## src/rtl/scpq_pkg.sv

```systemverilog
`timescale 1ns / 1ps
`default_nettype none
package scpq_pkg;

    localparam int DEPTH_DEF    = 64;
    localparam int KEY_BITS_DEF = 16;
    localparam int NODE_BITS    = 6;
    localparam int OP_BITS      = 2;
    localparam int STATUS_BITS  = 2;

    typedef enum logic [OP_BITS-1:0] {
        OP_APPEND  = 2'd0,
        OP_INSERT  = 2'd1,
        OP_DEQUEUE = 2'd2,
        OP_NOP     = 2'd3
    } t_op;

    typedef enum logic [STATUS_BITS-1:0] {
        ST_OK    = 2'd0,
        ST_FULL  = 2'd1,
        ST_EMPTY = 2'd2
    } t_status;

    typedef enum logic [2:0] {
        S_IDLE,
        S_EXEC,
        S_SCAN,
        S_CMP,
        S_DEQ
    } t_state;

    typedef struct packed {
        logic    done;
        t_status status;
    } t_rsp;

endpackage
`default_nettype wire

```

## src/rtl/scpq_ram.sv

```systemverilog
`timescale 1ns / 1ps
`default_nettype none
module scpq_ram #(
    parameter int WIDTH = 38,
    parameter int DEPTH = 64
) (
    input  wire logic                     i_clk,
    input  wire logic                     i_we,
    input  wire logic [$clog2(DEPTH)-1:0] i_waddr,
    input  wire logic [WIDTH-1:0]         i_wdata,
    input  wire logic [$clog2(DEPTH)-1:0] i_raddr,
    output logic      [WIDTH-1:0]         o_rdata
);

    logic [WIDTH-1:0] r_mem [DEPTH];
    logic [WIDTH-1:0] r_rdata;

    always_ff @(posedge i_clk) begin
        if (i_we) begin
            r_mem[i_waddr] <= i_wdata;
        end
        r_rdata <= r_mem[i_raddr];
    end

    assign o_rdata = r_rdata;

endmodule
`default_nettype wire

```

## src/rtl/scpq_ctrl.sv

```systemverilog
`timescale 1ns / 1ps
`default_nettype none
module scpq_ctrl #(
    parameter int DEPTH    = scpq_pkg::DEPTH_DEF,
    parameter int KEY_BITS = scpq_pkg::KEY_BITS_DEF
) (
    input  wire logic                                      i_clk,
    input  wire logic                                      i_rst_n,
    input  wire logic                                      i_start,
    input  wire logic [scpq_pkg::OP_BITS-1:0]              i_opcode,
    input  wire logic [scpq_pkg::NODE_BITS-1:0]            i_node_id,
    input  wire logic [KEY_BITS-1:0]                       i_cost_key,
    input  wire logic [KEY_BITS-1:0]                       i_evaluate_key,
    input  wire logic                                      i_sort_sel,
    output logic                                           o_busy,
    output scpq_pkg::t_rsp                                 o_rsp,
    output logic [scpq_pkg::NODE_BITS-1:0]                 o_node,
    output logic [KEY_BITS-1:0]                            o_cost,
    output logic [KEY_BITS-1:0]                            o_eval,
    output logic [$clog2(DEPTH)-1:0]                       o_occ,
    output logic                                           o_ram_we,
    output logic [$clog2(DEPTH)-1:0]                       o_ram_waddr,
    output logic [scpq_pkg::NODE_BITS+2*KEY_BITS-1:0]      o_ram_wdata,
    output logic [$clog2(DEPTH)-1:0]                       o_ram_raddr,
    input  wire logic [scpq_pkg::NODE_BITS+2*KEY_BITS-1:0] i_ram_rdata
);
    import scpq_pkg::*;

    localparam int AW = $clog2(DEPTH);
    localparam int EW = NODE_BITS + 2 * KEY_BITS;
    localparam logic [AW-1:0] LAST    = AW'(DEPTH - 1);
    localparam logic [AW:0]   DEPTH_W = (AW + 1)'(DEPTH);

    t_state                r_state, n_state;
    t_op                   r_op;
    logic [NODE_BITS-1:0]  r_node_in;
    logic [KEY_BITS-1:0]   r_cost_in, r_eval_in;
    logic [AW-1:0]         r_head, n_head, r_tail, n_tail, r_pos, n_pos;
    logic                  r_done, n_done;
    t_status               r_status, n_status;
    logic [NODE_BITS-1:0]  r_node;
    logic [KEY_BITS-1:0]   r_cost, r_eval;
    logic [AW-1:0]         r_occ;
    logic                  n_deq;

    logic [AW-1:0]         w_tail_next, w_head_next, w_pos_prev;
    logic                  w_full, w_empty, w_at_head, w_shift;
    logic [KEY_BITS-1:0]   w_new_key, w_ent_key, w_ent_cost, w_ent_eval;
    logic [NODE_BITS-1:0]  w_ent_node;
    logic [EW-1:0]         w_item;
    logic [AW:0]           w_occ_full;

    assign w_tail_next = (r_tail == LAST) ? '0 : r_tail + 1'b1;
    assign w_head_next = (r_head == LAST) ? '0 : r_head + 1'b1;
    assign w_pos_prev  = (r_pos == '0) ? LAST : r_pos - 1'b1;
    assign w_full      = (w_tail_next == r_head);
    assign w_empty     = (r_head == r_tail);
    assign w_at_head   = (r_pos == r_head);

    assign w_item     = {r_node_in, r_cost_in, r_eval_in};
    assign w_ent_node = i_ram_rdata[EW-1 -: NODE_BITS];
    assign w_ent_cost = i_ram_rdata[2*KEY_BITS-1 -: KEY_BITS];
    assign w_ent_eval = i_ram_rdata[KEY_BITS-1:0];
    assign w_new_key  = i_sort_sel ? r_eval_in : r_cost_in;
    assign w_ent_key  = i_sort_sel ? w_ent_eval : w_ent_cost;
    // strict compare keeps equal keys in arrival order
    assign w_shift    = (w_new_key < w_ent_key);

    // next state
    always_comb begin
        n_state = r_state;
        case (r_state)
            S_IDLE: begin
                if (i_start) begin
                    n_state = S_EXEC;
                end
            end
            S_EXEC: begin
                case (r_op)
                    OP_INSERT:  n_state = w_full ? S_IDLE : S_SCAN;
                    OP_DEQUEUE: n_state = w_empty ? S_IDLE : S_DEQ;
                    default:    n_state = S_IDLE;
                endcase
            end
            S_SCAN: begin
                n_state = w_at_head ? S_IDLE : S_CMP;
            end
            S_CMP: begin
                n_state = w_shift ? S_SCAN : S_IDLE;
            end
            S_DEQ: begin
                n_state = S_IDLE;
            end
            default: begin
                n_state = S_IDLE;
            end
        endcase
    end

    // datapath and memory control
    always_comb begin
        n_head      = r_head;
        n_tail      = r_tail;
        n_pos       = r_pos;
        n_done      = 1'b0;
        n_status    = ST_OK;
        n_deq       = 1'b0;
        o_ram_we    = 1'b0;
        o_ram_waddr = r_pos;
        o_ram_wdata = w_item;
        o_ram_raddr = w_pos_prev;
        case (r_state)
            S_EXEC: begin
                n_pos = r_tail;
                case (r_op)
                    OP_APPEND: begin
                        n_done = 1'b1;
                        if (w_full) begin
                            n_status = ST_FULL;
                        end else begin
                            o_ram_we    = 1'b1;
                            o_ram_waddr = r_tail;
                            n_tail      = w_tail_next;
                        end
                    end
                    OP_INSERT: begin
                        if (w_full) begin
                            n_done   = 1'b1;
                            n_status = ST_FULL;
                        end
                    end
                    OP_DEQUEUE: begin
                        o_ram_raddr = r_head;
                        if (w_empty) begin
                            n_done   = 1'b1;
                            n_status = ST_EMPTY;
                        end
                    end
                    default: begin
                        n_done = 1'b1;
                    end
                endcase
            end
            S_SCAN: begin
                if (w_at_head) begin
                    o_ram_we = 1'b1;
                    n_tail   = w_tail_next;
                    n_done   = 1'b1;
                end
            end
            S_CMP: begin
                o_ram_we = 1'b1;
                if (w_shift) begin
                    // move the larger entry one slot toward the tail
                    o_ram_wdata = i_ram_rdata;
                    n_pos       = w_pos_prev;
                end else begin
                    n_tail = w_tail_next;
                    n_done = 1'b1;
                end
            end
            S_DEQ: begin
                n_head = w_head_next;
                n_done = 1'b1;
                n_deq  = 1'b1;
            end
            default: begin
            end
        endcase
    end

    assign w_occ_full = (n_tail >= n_head)
                      ? ({1'b0, n_tail} - {1'b0, n_head})
                      : ({1'b0, n_tail} + DEPTH_W - {1'b0, n_head});

    always_ff @(posedge i_clk) begin
        if (!i_rst_n) begin
            r_state  <= S_IDLE;
            r_head   <= '0;
            r_tail   <= '0;
            r_done   <= 1'b0;
            r_status <= ST_OK;
            r_occ    <= '0;
        end else begin
            r_state <= n_state;
            r_head  <= n_head;
            r_tail  <= n_tail;
            r_done  <= n_done;
            if (n_done) begin
                r_status <= n_status;
                r_occ    <= w_occ_full[AW-1:0];
            end
        end
    end

    always_ff @(posedge i_clk) begin
        r_pos <= n_pos;
        if (r_state == S_IDLE && i_start) begin
            r_op      <= t_op'(i_opcode);
            r_node_in <= i_node_id;
            r_cost_in <= i_cost_key;
            r_eval_in <= i_evaluate_key;
        end
        if (n_done) begin
            r_node <= n_deq ? w_ent_node : '0;
            r_cost <= n_deq ? w_ent_cost : '0;
            r_eval <= n_deq ? w_ent_eval : '0;
        end
    end

    assign o_busy        = (r_state != S_IDLE);
    assign o_rsp.done    = r_done;
    assign o_rsp.status  = r_status;
    assign o_node        = r_node;
    assign o_cost        = r_cost;
    assign o_eval        = r_eval;
    assign o_occ         = r_occ;

`ifndef SYNTHESIS
    a_done_idle: assert property (@(posedge i_clk) disable iff (!i_rst_n)
        r_done |-> r_state == S_IDLE)
        else $error("result strobe while sequencer busy");

    a_accept_busy: assert property (@(posedge i_clk) disable iff (!i_rst_n)
        (r_state == S_IDLE && i_start) |=> r_state == S_EXEC)
        else $error("accepted request did not start execution");

    a_full_hold: assert property (@(posedge i_clk) disable iff (!i_rst_n)
        (r_done && r_status == ST_FULL) |-> r_tail == $past(r_tail))
        else $error("refused insert moved tail");

    a_empty_ptr: assert property (@(posedge i_clk) disable iff (!i_rst_n)
        (r_done && r_status == ST_EMPTY) |-> (r_head == r_tail && r_occ == '0))
        else $error("empty status with entries held");

    a_shift_stays: assert property (@(posedge i_clk) disable iff (!i_rst_n)
        (r_state == S_CMP && w_shift) |=> (r_state == S_SCAN && r_tail == $past(r_tail)))
        else $error("shift step left scan or moved tail");
`endif

endmodule
`default_nettype wire

```

## src/rtl/sorted_circular_priority_queue_top.sv

```systemverilog
`timescale 1ns / 1ps
`default_nettype none
// Channel   Ports                                             Handshake
// request   i_opcode i_node_id i_cost_key i_evaluate_key      start & !busy
// result    o_status o_node_out o_cost_out o_evaluate_out     o_done (one cycle)
//           o_occupancy
// config    i_cfg_wr_data                                     i_cfg_wr_en
//
// Append, refused or ignored requests: result from the execute state; dequeue: from S_DEQ.
// Ordered insert: the walk ends at the head or at an entry with a key not above the
// new key; each shifted entry passes through S_SCAN and S_CMP for the registered read and
// then write of that shift through the entry RAM.
// Synchronous active-low reset empties the queue and clears the sort select.
// The result receiver cannot stall; busy holds off requests until the strobe.
module sorted_circular_priority_queue_top #(
    parameter int DEPTH    = scpq_pkg::DEPTH_DEF,
    parameter int KEY_BITS = scpq_pkg::KEY_BITS_DEF
) (
    input  wire logic                               i_clk,
    input  wire logic                               i_rst_n,
    input  wire logic                               start,
    output logic                                    busy,
    input  wire logic [scpq_pkg::OP_BITS-1:0]       i_opcode,
    input  wire logic [scpq_pkg::NODE_BITS-1:0]     i_node_id,
    input  wire logic [KEY_BITS-1:0]                i_cost_key,
    input  wire logic [KEY_BITS-1:0]                i_evaluate_key,
    input  wire logic                               i_cfg_wr_en,
    input  wire logic                               i_cfg_wr_data,
    output logic                                    o_done,
    output logic [scpq_pkg::STATUS_BITS-1:0]        o_status,
    output logic [scpq_pkg::NODE_BITS-1:0]          o_node_out,
    output logic [KEY_BITS-1:0]                     o_cost_out,
    output logic [KEY_BITS-1:0]                     o_evaluate_out,
    output logic [$clog2(DEPTH)-1:0]                o_occupancy
);
    import scpq_pkg::*;

    localparam int AW = $clog2(DEPTH);
    localparam int EW = NODE_BITS + 2 * KEY_BITS;

    logic          r_sort_sel;
    t_rsp          w_rsp;
    logic          w_ram_we;
    logic [AW-1:0] w_ram_waddr, w_ram_raddr;
    logic [EW-1:0] w_ram_wdata, w_ram_rdata;

    always_ff @(posedge i_clk) begin
        if (!i_rst_n) begin
            r_sort_sel <= 1'b0;
        end else if (i_cfg_wr_en) begin
            r_sort_sel <= i_cfg_wr_data;
        end
    end

    scpq_ram #(
        .WIDTH (EW),
        .DEPTH (DEPTH)
    ) u_ram (
        .i_clk   (i_clk),
        .i_we    (w_ram_we),
        .i_waddr (w_ram_waddr),
        .i_wdata (w_ram_wdata),
        .i_raddr (w_ram_raddr),
        .o_rdata (w_ram_rdata)
    );

    scpq_ctrl #(
        .DEPTH    (DEPTH),
        .KEY_BITS (KEY_BITS)
    ) u_ctrl (
        .i_clk          (i_clk),
        .i_rst_n        (i_rst_n),
        .i_start        (start),
        .i_opcode       (i_opcode),
        .i_node_id      (i_node_id),
        .i_cost_key     (i_cost_key),
        .i_evaluate_key (i_evaluate_key),
        .i_sort_sel     (r_sort_sel),
        .o_busy         (busy),
        .o_rsp          (w_rsp),
        .o_node         (o_node_out),
        .o_cost         (o_cost_out),
        .o_eval         (o_evaluate_out),
        .o_occ          (o_occupancy),
        .o_ram_we       (w_ram_we),
        .o_ram_waddr    (w_ram_waddr),
        .o_ram_wdata    (w_ram_wdata),
        .o_ram_raddr    (w_ram_raddr),
        .i_ram_rdata    (w_ram_rdata)
    );

    assign o_done   = w_rsp.done;
    assign o_status = w_rsp.status;

endmodule
`default_nettype wire

```

## config.mk

```make
export PLATFORM = sky130hd
export DESIGN_NAME = sorted_circular_priority_queue_top
export DESIGN_NICKNAME = d
export VERILOG_FILES = /design/src/rtl/scpq_pkg.sv /design/src/rtl/scpq_ram.sv /design/src/rtl/scpq_ctrl.sv /design/src/rtl/sorted_circular_priority_queue_top.sv
export SDC_FILE = /design/constraint.sdc
export NUM_CORES = 2
export LEC_CHECK = 0
export BUFFER_PORTS_ARGS = -buffer_cell sky130_fd_sc_hd__buf_2
export CAP_MARGIN = 5
export CORE_ASPECT_RATIO = 0.7
export CORE_UTILIZATION = 38
export CTS_CLUSTER_DIAMETER = 40
export DETAILED_ROUTE_END_ITERATION = 7
export GPL_TIMING_DRIVEN = 0
export PLACE_DENSITY = 0.52
export SLEW_MARGIN = 20
export SYNTH_ARGS = -nofsm -noshare
export SYNTH_HDL_FRONTEND = slang
export SYNTH_SLANG_ARGS = --single-unit
```

## constraint.sdc

```tcl
create_clock -name i_clk -period 6.2 [get_ports i_clk]
set_clock_uncertainty 0.2 [all_clocks]
set_input_delay 0.62 -clock i_clk [delete_from_list [all_inputs] [get_ports i_clk]]
set_output_delay 0.62 -clock i_clk [all_outputs]
set_load 0.03 [all_outputs]
```

==> flow_summary.ini <==
[synthesis]
mappedNetlistArea_sq_um = 103800
synth.distinct_cells = 67
yosysWarnings = 0
netlist_instances = 6875
synth-edff-count = 2516
synth-seq-cells = 2579
synth_flop_cell = edfxtp_1
avgSynthCellArea_sq_um = 15.10
synth-async-reset-ratio = 0
synthesis.nets = 6949
synth_seq_area_share = 0.7398

[sta]
finalSetupViolCount = 0
rsz0062_at_grt = no
finalHoldViolCount = 0
hold_ws_ns = 0.07654
fmax_ghz = 0.1662
slew_headroom = 0.1571
post-route-period-util = 0.9704
tightest_slew_ns = 1.264
drv_slew = 0
fin_ws_ns = 0.1835
fin_crit_ns = 6.017

[global_routing]
grt_pass1_vias = 60200
grt-ovfl-total = 0
antenna_found_initial = 20
grt_max_degree = 65
grt_pass1_wl_mm = 508.0
grt_usage = 0.2691

[drt]
wl_per_cell_um = 33.07
firstDrtPassIters = 8
vias_per_cell = 5.755
ant_nets = 0
routed_wl_mm = 378.4
drc = 12
first_iter_violations = 10210
vias = 65860

[critical_path]
start_kind = flip-flop
end_kind = flip-flop
crit_type = flip-flop to flip-flop
crit_chain = clkbuf_1 -> buf_4 -> mux2_2 -> ha_1 -> and4_1 -> nand2_1 -> a2111oi_4 -> nor4b_2 -> buf_2 -> nor3_4 -> nand2_1 -> mux2i_2 -> inv_1 -> ha_1 -> a21o_1 -> a21oi_1 -> o21bai_1 -> a21oi_1 -> xnor2_1 -> o21a_1 -> o311a_1
crit_path_max_fanout = 10
cp_slowest_cell = a2111oi_4
critPathRequiredTime_ns = 6.76
max_stage_delay_ns = 0.51
arrival_ns = 6.58

[clock_network]
root_buffer = clkbuf_16
cts_made_buffers = 335
clockBufferDepth = 4
postCtsSetupBuffers = 0
clock_sinks = 2579
clkTransAtPathRegs_ns = 0.06
h-tree-depth = 5
cts_tree = yes
clkLatencyLatePin_ns = 0.89

[pwr]
seqPwrFrac = 0.452
sw_frac_of_total = 0.2547
p_total_uw = 43090
power_density_nw_per_um2 = 344.3
p_switching_uw = 10970
total_leakage_power_uw = 0.04473
ir_worst_vdd_uv = 209.7
pwr-share-comb = 0.090
p_int_uw = 32120
pwr-share-clk = 0.458

[placed_design]
pre_cts_slack_ns = -0.5796
gp_congestion = 0.8962
dp_hpwl_mm = 264.7
port_buffers = 92

[floorplan]
start_util = 0.3822
die_h_um = 439.3
dieArea_sq_um = 275400
io_pins = 93
core_area_sq_um = 271700
die_x_um = 626.8
rows = 160

[flow_run]
cap_viol_max_count = 0

[layout]
syn_to_final_growth_pct = 20.54
num-fill-cells = 23530
layout_commonest_cell = edfxtp_1
drive_gt1_frac = 0.1627
layout_common_cells = edfxtp_1, nand2_1, mux2i_1
nets = 7591

[hold_path]
hp-class = primary input to flip-flop

[status]
violations = DRC
status = finished, violations left
## cells by family (layout without fill, tap and decap cells)
group           after synthesis  count (layout)  synth area share
flops                      2579            2579            0.7398
simple gates               2415            2415            0.1032
mux                        1147            1147            0.1113
buf+inv                     445            1359           0.02153
compound gates              235             235           0.01850
fa+ha+maj                    29              29          0.003567
xor+xnor                     25              25          0.002109
other cells                   0               9                 0
## power groups by stage
stage / combinational, uW / clock, uW / sequential, uW
after floorplan: 2010 / 0 / 19700
after global placement: 3620 / 0 / 19900
after CTS: 3780 / 19900 / 19500
after detailed placement: 3740 / 0 / 19800
after global routing: 4000 / 20600 / 19500
final: 3870 / 19700 / 19500
## registers in the layout, indices dropped and copies added (netlist names)
signal / count
u_ctrl.r_status: 2
u_ctrl.o_cost: 16
u_ctrl.r_done: 1
u_ram.r_mem: 2432
u_ctrl.o_eval: 16
u_ctrl.r_tail: 6
u_ctrl.r_state: 3
u_ctrl.r_op: 2
u_ram.o_rdata: 38
u_ctrl.o_node: 6
u_ctrl.r_pos: 6
u_ctrl.r_eval_in: 16
u_ctrl.r_cost_in: 16
u_ctrl.r_head: 6
r_sort_sel: 1
u_ctrl.o_occ: 6
u_ctrl.r_node_in: 6
## metal layers
metal  track usage  vias up  share of wire
met3       0.08057      590           0.12
met4       0.09063       12          0.038
met2        0.3658     4070           0.40
met1        0.4055    33780           0.44
li1              -    27410              -
met5             0        -        0.00040
## metrics by stage
stage / area [sq um] / setup TNS [ns] / cells / utilization
global placement: 108800 / -8978.45 / 10610 / 0.4007
global route: 125100 / 0 / 11430 / 0.4606
floorplan: 103800 / 0 / 6875 / -
CTS: 125100 / 0 / 11430 / 0.4606
detailed placement: 113400 / -0.6995 / 10780 / 0.4176
finish: 125200 / 0 / 11440 / 0.4607
## worst max-delay path, delay by kind of cell (launching register included)
family	cells	cell delay [ns]
compound gates	7	1.63
simple gates	5	1.26
buf+inv	4	1.09
mux	2	0.68
fa+ha+maj	2	0.59
flops	1	0.32
xor+xnor	1	0.12
## path summary, 6_finish.rpt
check | slack, ns | startpoint | to | cells after the start
worst max-delay path | 0.18 | r_sort_sel | u_ctrl.o_occ[5] | 21
worst max register to register | 0.18 | r_sort_sel | u_ctrl.o_occ[5] | 21
worst min register to register | 0.30 | u_ctrl.o_occ[2] | u_ctrl.o_occ[2] | 2
worst min-delay path | 0.08 | start | u_ctrl.r_state[2] | 5
## area by class of cell
type                    instances  area (sq um)  share of cell area
flip-flops and latches       2579         76810              0.6137
multi-input cells            3851         25520              0.2039
clock buffers                 374          8656             0.06916
repair buffers                305          4738             0.03786
well taps                    3645          4561             0.03644
clock inverters               235          2590             0.02069
plain buffers                 424          2173             0.01736
inverters                      21         81.33           0.0006498
diodes                          9         22.52           0.0001799
## synth_stat cells, types with 10 or more instances
| cell type | n | area share |
|---|---|---|
| edfxtp_1 | 2516 | 0.73 |
| nand2_1 | 1241 | 0.045 |
| mux2i_1 | 1090 | 0.11 |
| nand3_1 | 929 | 0.045 |
| buf_2 | 218 | 0.011 |
| a32oi_1 | 152 | 0.013 |
| clkbuf_1 | 103 | 0.0037 |
| nor2_1 | 102 | 0.0037 |
| buf_4 | 74 | 0.0054 |
| dfxtp_1 | 63 | 0.012 |
| mux2_2 | 56 | 0.0061 |
| and2_1 | 42 | 0.0025 |
| and4_1 | 41 | 0.0035 |
| ha_1 | 28 | 0.0034 |
| buf_1 | 27 | 0.00098 |
| inv_1 | 21 | 0.00076 |
| nor3_1 | 16 | 0.00077 |
| xor2_1 | 15 | 0.0013 |
| a21oi_1 | 13 | 0.00063 |
| o21ai_0 | 12 | 0.00058 |
| xnor2_1 | 10 | 0.00084 |
## repair_timing
item                                   CTS  global route
endpoints found under the hold margin   46             0
gates cloned                             0             0
hold buffers                            41             0
setup endpoints to repair                3             1
gates resized for setup                 11             3
No activity file was read; power rests on OpenSTA's default activity.
